File: config.mk
export PLATFORM = sky130hd
export DESIGN_NAME = ppm_pulse_train_decoder_flat
export DESIGN_NICKNAME = d
export VERILOG_FILES = /design/src/ppm_pkg.sv /design/src/ppm_if.sv /design/src/ppm_sym_dec.sv /design/src/ppm_pulse_train_decoder.sv /design/src/flat_wrapper.sv
export SDC_FILE = /design/constraint.sdc
export NUM_CORES = 1
export LEC_CHECK = 0
export BUFFER_PORTS_ARGS = -buffer_cell sky130_fd_sc_hd__buf_2
export CORE_MARGIN = 4
export CORE_UTILIZATION = 61
export DETAILED_ROUTE_END_ITERATION = 10
export PLACE_DENSITY_LB_ADDON = 0.25
export SYNTH_ARGS = -nofsm -noshare
export SYNTH_HDL_FRONTEND = slang
export SYNTH_SLANG_ARGS = --single-unit
export TNS_END_PERCENT = 20
File: constraint.sdc
create_clock -name clk -period 7.4 [get_ports clk]
set_input_delay 1.11 -clock clk [delete_from_list [all_inputs] [get_ports clk]]
set_output_delay 1.11 -clock clk [all_outputs]
set_load 0.02 [all_outputs]
File: src/ppm_pkg.sv
// shared types and constants for the ppm pulse train decoder
// no dependencies; compiled first
`default_nettype none

package ppm_pkg;

	localparam int TICK_W   = 15;
	localparam int WORD_W   = 32;
	localparam int EMITTER_BIT = 31;

	// build defaults for the top level parameters
	localparam int DATA_BITS_DEF       = 32;
	localparam int BITS_PER_SYMBOL_DEF = 2;
	localparam int TICKS_PER_UNIT_DEF  = 16;

	localparam logic [TICK_W-1:0] TOL_RESET = TICK_W'(4);
	localparam logic [TICK_W-1:0] PAD_RESET = TICK_W'(0);

	localparam int CFG_IDX_W = 1;

	typedef enum logic [CFG_IDX_W-1:0] {
		REG_TOLERANCE = 1'b0,
		REG_PAD       = 1'b1
	} cfg_reg_t;

	typedef struct packed {
		logic [TICK_W-1:0] tolerance;
		logic [TICK_W-1:0] pad;
	} cfg_t;

endpackage

`default_nettype wire

File: src/ppm_if.sv
// valid/ready channels for captured pulse items and decoded words
// depends on ppm_pkg
`default_nettype none

interface ppm_item_if;
	import ppm_pkg::*;

	logic              valid;
	logic              ready;
	logic              start_of_frame;
	logic [TICK_W-1:0] pulse_ticks;
	logic              gap_level;
	logic [TICK_W-1:0] gap_ticks;

	modport source (
		output valid, start_of_frame, pulse_ticks, gap_level, gap_ticks,
		input  ready
	);
	modport sink (
		input  valid, start_of_frame, pulse_ticks, gap_level, gap_ticks,
		output ready
	);
endinterface

interface ppm_result_if;
	import ppm_pkg::*;

	logic              valid;
	logic              ready;
	logic [WORD_W-1:0] data_word;
	logic              accepted;

	modport source (
		output valid, data_word, accepted,
		input  ready
	);
	modport sink (
		input  valid, data_word, accepted,
		output ready
	);
endinterface

`default_nettype wire

File: src/ppm_sym_dec.sv
// symbol decode for one gap: padding, tolerance, quantizing and range check
// depends on ppm_pkg
`default_nettype none

module ppm_sym_dec #(
	parameter int BITS_PER_SYMBOL = ppm_pkg::BITS_PER_SYMBOL_DEF,
	parameter int TICKS_PER_UNIT  = ppm_pkg::TICKS_PER_UNIT_DEF
) (
	input  ppm_pkg::cfg_t                 cfg,
	input  logic [ppm_pkg::TICK_W-1:0]    gap_ticks,
	input  logic [BITS_PER_SYMBOL-1:0]    last_symbol,
	output logic                          bad,
	output logic [BITS_PER_SYMBOL-1:0]    symbol
);
	import ppm_pkg::*;

	localparam int SLACK_W = TICK_W + 1;
	localparam int CUR_W   = SLACK_W + 1;
	// reciprocal for an exact floor divide of any SLACK_W-bit value
	localparam int SHIFT   = SLACK_W + $clog2(TICKS_PER_UNIT);
	localparam int MUL_W   = SLACK_W + 2;
	localparam longint unsigned RECIP_FULL =
		((64'd1 << SHIFT) + TICKS_PER_UNIT - 1) / TICKS_PER_UNIT;
	localparam logic [MUL_W-1:0] RECIP = MUL_W'(RECIP_FULL);
	localparam int SYM_ONE = 1 << BITS_PER_SYMBOL;

	logic [SLACK_W-1:0]       slack;
	logic [SLACK_W-1:0]       net;
	logic [SLACK_W+MUL_W-1:0] prod;
	logic [SLACK_W-1:0]       quot;
	logic [CUR_W-1:0]         cur;

	always_comb begin
		slack  = SLACK_W'(gap_ticks) + SLACK_W'(cfg.tolerance);
		net    = slack - SLACK_W'(cfg.pad);
		prod   = (SLACK_W+MUL_W)'(net) * (SLACK_W+MUL_W)'(RECIP);
		quot   = SLACK_W'(prod >> SHIFT);
		cur    = CUR_W'(last_symbol) + CUR_W'(1) + CUR_W'(quot);
		bad    = (gap_ticks == '0) || (slack < SLACK_W'(cfg.pad))
			|| (cur < CUR_W'(SYM_ONE)) || (cur >= CUR_W'(2 * SYM_ONE));
		// subtracting one symbol span leaves the low bits unchanged
		symbol = cur[BITS_PER_SYMBOL-1:0];
	end

endmodule

`default_nettype wire

File: src/ppm_pulse_train_decoder.sv
// ppm pulse train decoder: one input register, frame state, one result register
// a frame's final item goes from the input register to the result register, which shows its result
// throughput: one item per cycle; only a held result stalls the final item
// arst_n clears frame state, the item and result stages, and loads
// tolerance 4 and padding 0; depends on ppm_pkg, ppm_if, ppm_sym_dec
`default_nettype none

module ppm_pulse_train_decoder #(
	parameter int DATA_BITS       = ppm_pkg::DATA_BITS_DEF,
	parameter int BITS_PER_SYMBOL = ppm_pkg::BITS_PER_SYMBOL_DEF,
	parameter int TICKS_PER_UNIT  = ppm_pkg::TICKS_PER_UNIT_DEF
) (
	input  logic                            clk,
	input  logic                            arst_n,
	input  logic                            cfg_wen,
	input  logic [ppm_pkg::CFG_IDX_W-1:0]   cfg_index,
	input  logic [ppm_pkg::TICK_W-1:0]      cfg_wdata,
	ppm_item_if.sink                        items,
	ppm_result_if.source                    results
);
	import ppm_pkg::*;

	localparam int SYMS   = DATA_BITS / BITS_PER_SYMBOL;
	localparam int IDX_W  = $clog2(SYMS + 2);
	localparam int SH_W   = $clog2(DATA_BITS);
	localparam int THR_W  = TICK_W + 1;

	// configuration
	cfg_t cfg_q;

	always_ff @(posedge clk or negedge arst_n) begin
		if (!arst_n) begin
			cfg_q.tolerance <= TOL_RESET;
			cfg_q.pad       <= PAD_RESET;
		end else if (cfg_wen) begin
			case (cfg_reg_t'(cfg_index))
				REG_TOLERANCE: cfg_q.tolerance <= cfg_wdata;
				REG_PAD:       cfg_q.pad       <= cfg_wdata;
				default: ;
			endcase
		end
	end

	// input stage
	logic              valid_s1;
	logic              sof_s1;
	logic [TICK_W-1:0] pulse_s1;
	logic              glevel_s1;
	logic [TICK_W-1:0] gap_s1;

	// frame state
	logic [IDX_W-1:0]           idx_q;
	logic [BITS_PER_SYMBOL-1:0] last_q;
	logic [WORD_W-1:0]          sum_q;
	logic                       err_q;
	logic                       in_frame_q;

	// result stage
	logic              out_valid_q;
	logic [WORD_W-1:0] out_word_q;
	logic              out_acc_q;

	logic [IDX_W-1:0]           idx_e;
	logic [BITS_PER_SYMBOL-1:0] last_e;
	logic [WORD_W-1:0]          sum_e;
	logic                       err_e;
	logic                       in_frame_e;
	logic                       is_sym;
	logic                       is_final;
	logic                       sym_bad;
	logic [BITS_PER_SYMBOL-1:0] sym;
	logic [SH_W-1:0]            sh;
	logic                       emitter_hi;
	logic                       frame_ok;
	logic                       out_free;
	logic                       go_s1;

	logic [IDX_W-1:0]           idx_d;
	logic [BITS_PER_SYMBOL-1:0] last_d;
	logic [WORD_W-1:0]          sum_d;
	logic                       err_d;
	logic                       in_frame_d;

	ppm_sym_dec #(
		.BITS_PER_SYMBOL (BITS_PER_SYMBOL),
		.TICKS_PER_UNIT  (TICKS_PER_UNIT)
	) u_sym_dec (
		.cfg         (cfg_q),
		.gap_ticks   (gap_s1),
		.last_symbol (last_e),
		.bad         (sym_bad),
		.symbol      (sym)
	);

	always_comb begin
		// a start flag opens a fresh frame, dropping any open one
		idx_e      = sof_s1 ? '0 : idx_q;
		last_e     = sof_s1 ? '1 : last_q;
		sum_e      = sof_s1 ? '0 : sum_q;
		err_e      = (sof_s1 ? 1'b0 : err_q) || ((idx_e == '0) && glevel_s1);
		in_frame_e = sof_s1 || in_frame_q;

		is_sym   = in_frame_e && (idx_e < IDX_W'(SYMS));
		is_final = in_frame_e && !(idx_e < IDX_W'(SYMS));

		sh         = SH_W'(32'(idx_e) * BITS_PER_SYMBOL);
		emitter_hi = THR_W'(pulse_s1) > (THR_W'(TICKS_PER_UNIT) + THR_W'(cfg_q.tolerance));
		frame_ok   = !err_e && (gap_s1 == '0);

		idx_d      = idx_e;
		last_d     = last_e;
		sum_d      = sum_e;
		err_d      = err_e;
		in_frame_d = in_frame_e;
		if (is_sym) begin
			idx_d = idx_e + IDX_W'(1);
			if (!err_e) begin
				err_d = sym_bad;
				if (!sym_bad) begin
					last_d = sym;
					sum_d  = sum_e + (WORD_W'(sym) << sh);
				end
			end
		end else if (is_final) begin
			idx_d      = '0;
			in_frame_d = 1'b0;
		end

		out_free    = !out_valid_q || results.ready;
		go_s1       = valid_s1 && (!is_final || out_free);
		items.ready = !valid_s1 || go_s1;
	end

	always_ff @(posedge clk or negedge arst_n) begin
		if (!arst_n) begin
			valid_s1 <= 1'b0;
		end else if (items.ready) begin
			valid_s1 <= items.valid;
		end
	end

	always_ff @(posedge clk) begin
		if (items.ready && items.valid) begin
			sof_s1    <= items.start_of_frame;
			pulse_s1  <= items.pulse_ticks;
			glevel_s1 <= items.gap_level;
			gap_s1    <= items.gap_ticks;
		end
	end

	always_ff @(posedge clk or negedge arst_n) begin
		if (!arst_n) begin
			idx_q      <= '0;
			last_q     <= '1;
			sum_q      <= '0;
			err_q      <= 1'b0;
			in_frame_q <= 1'b0;
		end else if (go_s1) begin
			idx_q      <= idx_d;
			last_q     <= last_d;
			sum_q      <= sum_d;
			err_q      <= err_d;
			in_frame_q <= in_frame_d;
		end
	end

	always_ff @(posedge clk or negedge arst_n) begin
		if (!arst_n) begin
			out_valid_q <= 1'b0;
		end else if (go_s1 && is_final) begin
			out_valid_q <= 1'b1;
		end else if (results.ready) begin
			out_valid_q <= 1'b0;
		end
	end

	always_ff @(posedge clk) begin
		if (go_s1 && is_final) begin
			// emitter flag folds into the top bit: adding 2^31 flips it
			out_word_q <= frame_ok
				? {sum_e[WORD_W-1] ^ emitter_hi, sum_e[WORD_W-2:0]} : '0;
			out_acc_q  <= frame_ok;
		end
	end

	assign results.valid     = out_valid_q;
	assign results.data_word = out_word_q;
	assign results.accepted  = out_acc_q;

	a_idx_bound: assert property (@(posedge clk) disable iff (!arst_n)
		idx_q <= IDX_W'(SYMS))
		else $error("item index past end of frame");

	a_idle_idx: assert property (@(posedge clk) disable iff (!arst_n)
		!in_frame_q |-> idx_q == '0)
		else $error("item index nonzero outside a frame");

	a_reject_zero: assert property (@(posedge clk) disable iff (!arst_n)
		out_valid_q && !out_acc_q |-> out_word_q == '0)
		else $error("rejected frame carries a nonzero word");

	a_final_result: assert property (@(posedge clk) disable iff (!arst_n)
		go_s1 && is_final |=> out_valid_q)
		else $error("final item gave no result");

	a_no_drop: assert property (@(posedge clk) disable iff (!arst_n)
		out_valid_q && !results.ready |=> out_valid_q && $stable(out_word_q))
		else $error("held result lost or changed");

endmodule

`default_nettype wire

File: src/flat_wrapper.sv
// flat-port wrapper written by rule: the top's interface ports become plain ports
module ppm_pulse_train_decoder_flat import ppm_pkg::*;
#(
	parameter int DATA_BITS       = ppm_pkg::DATA_BITS_DEF,
	parameter int BITS_PER_SYMBOL = ppm_pkg::BITS_PER_SYMBOL_DEF,
	parameter int TICKS_PER_UNIT  = ppm_pkg::TICKS_PER_UNIT_DEF
)
  (clk, arst_n, cfg_wen, cfg_index, cfg_wdata, items_valid, items_start_of_frame, items_pulse_ticks, items_gap_level, items_gap_ticks, items_ready, results_valid, results_data_word, results_accepted, results_ready);
  ppm_item_if items_i ();
  ppm_result_if results_i ();
  input  logic clk;
  input  logic arst_n;
  input  logic cfg_wen;
  input  logic [ppm_pkg::CFG_IDX_W-1:0] cfg_index;
  input  logic [ppm_pkg::TICK_W-1:0] cfg_wdata;
  input wire logic [$bits(items_i.valid)-1:0] items_valid;
  input wire logic [$bits(items_i.start_of_frame)-1:0] items_start_of_frame;
  input wire logic [$bits(items_i.pulse_ticks)-1:0] items_pulse_ticks;
  input wire logic [$bits(items_i.gap_level)-1:0] items_gap_level;
  input wire logic [$bits(items_i.gap_ticks)-1:0] items_gap_ticks;
  output wire logic [$bits(items_i.ready)-1:0] items_ready;
  output wire logic [$bits(results_i.valid)-1:0] results_valid;
  output wire logic [$bits(results_i.data_word)-1:0] results_data_word;
  output wire logic [$bits(results_i.accepted)-1:0] results_accepted;
  input wire logic [$bits(results_i.ready)-1:0] results_ready;
  assign items_i.valid = items_valid;
  assign items_i.start_of_frame = items_start_of_frame;
  assign items_i.pulse_ticks = items_pulse_ticks;
  assign items_i.gap_level = items_gap_level;
  assign items_i.gap_ticks = items_gap_ticks;
  assign items_ready = items_i.ready;
  assign results_valid = results_i.valid;
  assign results_data_word = results_i.data_word;
  assign results_accepted = results_i.accepted;
  assign results_i.ready = results_ready;
  ppm_pulse_train_decoder #(.DATA_BITS(DATA_BITS), .BITS_PER_SYMBOL(BITS_PER_SYMBOL), .TICKS_PER_UNIT(TICKS_PER_UNIT)) u_core (.clk(clk), .arst_n(arst_n), .cfg_wen(cfg_wen), .cfg_index(cfg_index), .cfg_wdata(cfg_wdata), .items(items_i), .results(results_i));
endmodule
[Word-level counts from Yosys, hierarchy flattened]
Index checks and enable logic that the tools add are counted.
Widths: inputs -> output; s select.
Word-level totals
  flip-flop bits (word level): 138
  input port bits: 53
  output and inout port bits: 35
  logic and storage cells: 73
Operators by class
  add/sub/neg operators: 7
  $lt $le $gt $ge: 5
  shift operators: 1
  muxes and demuxes: 18
  bitwise gates (word level): 2
  reductions and logical operators: 25
Operators by type and width (count)
  $mux 32: 4
  $add 32x32->32: 1
  $shl 2x5->32: 1
  $add 15x15->16: 1
  $add 5x15->16 const A: 1
  $gt 15x16->1: 1
  $lt 16x15->1: 1
  $sub 16x15->16: 1
  $logic_not 15->1: 1
  $mux 5: 3
  $add 3x12->13: 1
  $ge 13x4->1 const B: 1
  $lt 13x3->1 const B: 1
  $logic_or 1x1->1: 8
  $mux 2: 4
  $logic_and 1x1->1: 7
  $mux 1: 7
  $add 5x1->5 const B: 1
  $logic_not 1->1: 5
  $logic_not 5->1: 1
  $lt 5x5->1 const B: 1
  $reduce_and 2->1: 2
  $add 2x1->3 const B: 1
  $reduce_bool 2->1: 1
  2 further kinds: 2

[Logic depth before layout (Yosys ltp)]
  depth after elaboration: 9
  mapped depth: 28
  gate-level depth less buffers: 28

[Cells and area by module]
Synthesis repeated with hierarchy kept, for this count alone.
Unflattened totals
  cell total of the unflattened synthesis: 926
  area, all modules: 9165.0 µm²
Modules (own cells, without submodules)
  ppm_pulse_train_decoder: instances 1, cells each 707, area an instance 7533.5 µm²
  ppm_sym_dec: instances 1, cells each 219, area an instance 1631.6 µm²

[Least setup slack after synthesis]
OpenSTA, ideal clock, no wires.
  path type: reg2reg
  from: register u_core.cfg_q[15] (netlist bit)
  to: register u_core.sum_q[30]
  data arrival time: 5221 ps
  data required time: 7275 ps
  setup slack: 2054 ps
  stages on the path, launching flop included: 27
  path buffers: 0
  period minus slack after synthesis: 5346 ps
  cells stage by stage: dfrtp_1 > ha_1 > inv_1 > fa_1 > xnor2_1 > ha_1 > a21oi_1 > o21ai_2 > a21o_2 > xnor2_1 > ha_1 > inv_1 > fa_1 > inv_1 > or3_1 > nor2_1 > ha_1 > a21oi_1 > o21bai_1 > a21o_1 > and4_1 > o31ai_1 > o2111ai_1 > a31o_2 > a21oi_1 > xor2_1 > mux2i_1
Between the ends
  longest elaborated chain between the ends: 9
  elaborated cells between the ends (all ways): 14
Ends and longest elaborated chain
  start, declared: RTL line ppm_pulse_train_decoder.sv:29  | cfg_t cfg_q;
  $add 15x15->16 *: RTL line ppm_sym_dec.sv:34  | slack = SLACK_W'(gap_ticks) + SLACK_W'(cfg.tolerance);
  parallel branches: the longest is 5 deep, another holds $add 32x32->32
  $mux 32 *: RTL line ppm_pulse_train_decoder.sv:119  | if (!sym_bad) begin
  $mux 32 *: RTL line ppm_pulse_train_decoder.sv:117  | if (!err_e) begin
  $mux 32 *: RTL line ppm_pulse_train_decoder.sv:115  | if (is_sym) begin
  end signal, assigned: RTL line ppm_pulse_train_decoder.sv:161  | sum_q <= sum_d;
  end, declared: RTL line ppm_pulse_train_decoder.sv:54  | logic [WORD_W-1:0] sum_q;
Mark *: on every way between the ends.
A chain may end at the register's enable or synchronous reset.

[Worst setup path after layout]
  from: register u_core.gap_s1[0]
  to: register u_core.sum_q[10]
Between the ends
  longest elaborated chain between the ends: 9
  elaborated cells between the ends (all ways): 15
Ends and longest elaborated chain
  start, declared: RTL line ppm_pulse_train_decoder.sv:49  | logic [TICK_W-1:0] gap_s1;
  start signal, assigned: RTL line ppm_pulse_train_decoder.sv:147  | gap_s1 <= items.gap_ticks;
  parallel branches: the longest is 6 deep, another holds $add 32x32->32
  $mux 32 *: RTL line ppm_pulse_train_decoder.sv:119
  $mux 32 *: RTL line ppm_pulse_train_decoder.sv:117
  $mux 32 *: RTL line ppm_pulse_train_decoder.sv:115
Marks and branches as above.

==> results by group <==
Critical path
  • WP data required: approximately 7800 ps
  • FF-to-FF Start: u_core.gap_s1[0]
  • Crit path kind: register to register
  • CP Max Fanout: 17
  • Worst Reg-to-Reg Cells: 23
  • CP endpoint kind: register
  • Critical path origin: u_core.gap_s1[0]
  • CP Launch Type: register
  • Data arrival, critical path: 6570 ps
  • R2r setup slk: around 1200 ps
  • R2R Path End: u_core.sum_q[10]

STA
  • Final hold vios: 0
  • Setup ws final: 1190 ps
  • Final setup fails: 0
  • Slew Limit Fails: 0
  • Worst slew pin tran: 1000 ps
  • Worst slew margin: 33.3%
  • Min Hold Slack: slightly above 500 ps
  • RSZ-0062 raised after global routing: no
  • Min Tclk post-route: 6210 ps
  • Fmax: 161 MHz
  • Clock Skew: about 10 ps
  • Tcrit/Tclk final: 83.9%
  • Setup tns final: 0 ps

Synthesis
  • Number of synthesized flops with an enable pin: 65
  • Yosys top cell by area: edfxtp_1
  • Post-synth top area share: 20.6%
  • Post-synth top cells: ha_1, nand2_1, dfrtp_1
  • Distinct cell type count after synthesis: 85
  • Post-synthesis instance total: between 900 and 1000
  • Ys async rst share: 52.9%
  • Avg Cell Area, Syn: around 10 sq um
  • Top post-synthesis cells by area: edfxtp_1, dfrtp_1, ha_1, mux2i_1, mux2_2
  • Post-synth net total: approximately 1100
  • Share of the yosys chip area belonging to registers: around two fifths
  • Netlist Area Pre-Place: ~0.0095 sq mm
  • Synth warn: 0
  • Ys flop type: dfrtp_1
  • Register bit total from synthesis: 138

Detailed routing
  • Average routed wire per standard cell: approximately 18 um
  • Via count: 7311
  • Drt total wl: 21600 um
  • Vias/cell: 5.93
  • Drt pass-1 iters: 5
  • First DRT Iteration DRCs: 630
  • ANT nets after route: 0
  • DRC Markers: 0

Clock tree
  • Post-CTS Setup Inserts: 0
  • CTS tree: built
  • Post-CTS sizing: 0
  • CTS Buffer Depth: 2
  • Root Driver: clkbuf_16
  • CTS Hold Bufs: 0
  • Clk_lat worst skew: 430 ps
  • CTS buffer count: 17
  • H-tree Lvls: 4
  • Num Clock Sinks: 138
  • Clock transition at the registers of the reported paths: 70 ps

Global routing
  • First-pass GRT wire length: 35900 um
  • Antenna violations before repair: 0
  • Total global routing overflow: 0
  • Vias in the first global route: 7168
  • All-Layer GR Usage: 25.5%
  • Largest net degree at the start of global routing: 74

Pwr
  • Comb power frac: 34.6%
  • Internal: 1.67 mW
  • Clock power frac: 31.4%
  • Switch share: 35.9%
  • PwrDens: 247 mW/mm^2
  • Leakage: between 5 and 6 nW
  • Worst IR Drop VDD: 194 uV
  • Net switching power: 936 uW
  • Flop pwr share: 34.0%

Min path
  • Worst hold start: u_core.cfg_q[5]
  • Hold Path Class: register to register
  • Hold Path Sink: u_core.cfg_q[5]
  • Hold Path Cell Cnt: 1

Cells and area
  • Nets: approximately 1200
  • ANT cells: 0
  • Syn-to-layout area delta: 12.0%
  • Non-filler cells, final: ~1200
  • Share of layout cells above drive strength 1: 18.0%

Floorplan
  • Site row count: 45
  • Die width: 132 um
  • Die height: 132 um
  • Initial Util: 62.2%
  • # IOs: around 90
  • Placeable core area: roughly 0.015 sq mm
  • Die ar.: around 0.018 sq mm

Place
  • Post-DP HPWL: about 16000 um
  • RePlAce Congestion: 0.894
  • Post-Place Setup Slack: 1330 ps
  • Placed Instances: 1200
  • # port buffers: 87

Job
  • MaxCap Viol Count: 0

Status
  • Status: complete, no violations
## area by class of cell
| class | instances | area (sq um) |
|---|---|---|
| inverters | 45 | 169 |
| flip-flops and latches | 138 | 3780 |
| clock inverters | 14 | 124 |
| repair buffers | 92 | 475 |
| well taps | 188 | 235 |
| multi-input cells | 737 | 5360 |
| fillers | 1166 | 4610 |
| clock buffers | 18 | 439 |
## layer usage
| layer | global-route usage [%] | vias up | share of wire [%] |
|---|---|---|---|
| li1 | - | 3596 | - |
| met1 | 37.2 | 3478 | 48 |
| met2 | 38.2 | 211 | 44 |
| met3 | 5.78 | 26 | 6.4 |
| met4 | 7.56 | 0 | 1.6 |
| met5 | 0 | - | 0 |
## metrics by stage
stage               power (mW)  cell area (sq um)  utilization, %
floorplan                 1.59               9450               -
global placement          1.77              10000            65.9
detailed placement        1.79              10000            65.9
CTS                       2.61              10600            69.6
global route              2.77              10600            69.6
finish                    2.61              10600            69.6
## cell usage in the layout (no fill, tap or decap), types with 6 or more instances in the layout
cell and count:
a21o_1 32, nor2_1 58, xnor2_1 29, inv_1 45
o21a_1 10, buf_2 86, mux2_2 27, edfxtp_1 65
nor3_1 14, ha_1 80, mux2i_1 31, or2_2 7
nor2b_1 39, nand3_1 29, inv_6 6, nand2b_1 9
o21bai_1 11, nand2_1 80, xor2_1 26, a31oi_1 9
nor4_1 8, dfrtp_1 70, clkbuf_16 17, buf_4 6
nand4_1 6, and3_1 11, o21ai_0 41, a21oi_1 48
and2_1 39
## registers in the layout (all words and copies together), names as in the netlist, 2 cells and up
register	flops
u_core.pulse_s1	15
u_core.gap_s1	15
u_core.idx_q	5
u_core.results.data_word	32
u_core.cfg_q	30
u_core.sum_q	32
u_core.last_q	2
## kinds of logic (layout without fill, tap and decap cells)
kind of cell,Yosys count,count (layout),share of synthesized area (%)
AO/OA/AOI/OAI,202,202,14.4
multiplexers,59,59,6.62
flip-flops,138,138,40.0
adder cells (fa/ha/maj),83,83,11.2
AND/OR/NAND/NOR,338,338,19.3
XOR/XNOR,55,55,5.10
buffers and inverters,75,169,3.43
## worst max-delay path by stage
stage,endpoint,slack (ps),depth (start not counted)
detailed placement,u_core.sum_q[10],1330,23
CTS,u_core.sum_q[30],1270,26
finish,u_core.sum_q[10],1190,23
global route,u_core.sum_q[10],590,23
global placement,u_core.sum_q[30],1490,26
floorplan,u_core.sum_q[30],2050,26
## power by group through the flow
stage | Clock, mW | Combinational [mW] | Sequential, mW
final | 0.819 | 0.904 | 0.887
after CTS | 0.831 | 0.897 | 0.885
after global routing | 0.866 | 1.01 | 0.891
after floorplan | 0 | 0.708 | 0.884
after global placement | 0 | 0.868 | 0.899
after detailed placement | 0 | 0.888 | 0.900
## critical path, cell delays in order, from the launching register on
cell and delay, ps:
edfxtp_1 410, ha_1 240, inv_1 70, fa_1 210
nor2b_1 50, o21ai_0 210, a21boi_0 150, o21ai_0 280
a21boi_0 160, o21ai_0 290, nand2_1 110, xor2_1 150
ha_1 440, nand2_1 140, o21bai_1 250, a221oi_1 360
o21ai_2 160, o311a_1 330, a2111oi_0 310, a21oi_1 150
nand4bb_2 790, buf_4 500, nor3_1 230, a21o_1 110
Power figures use the tool's default switching activity.
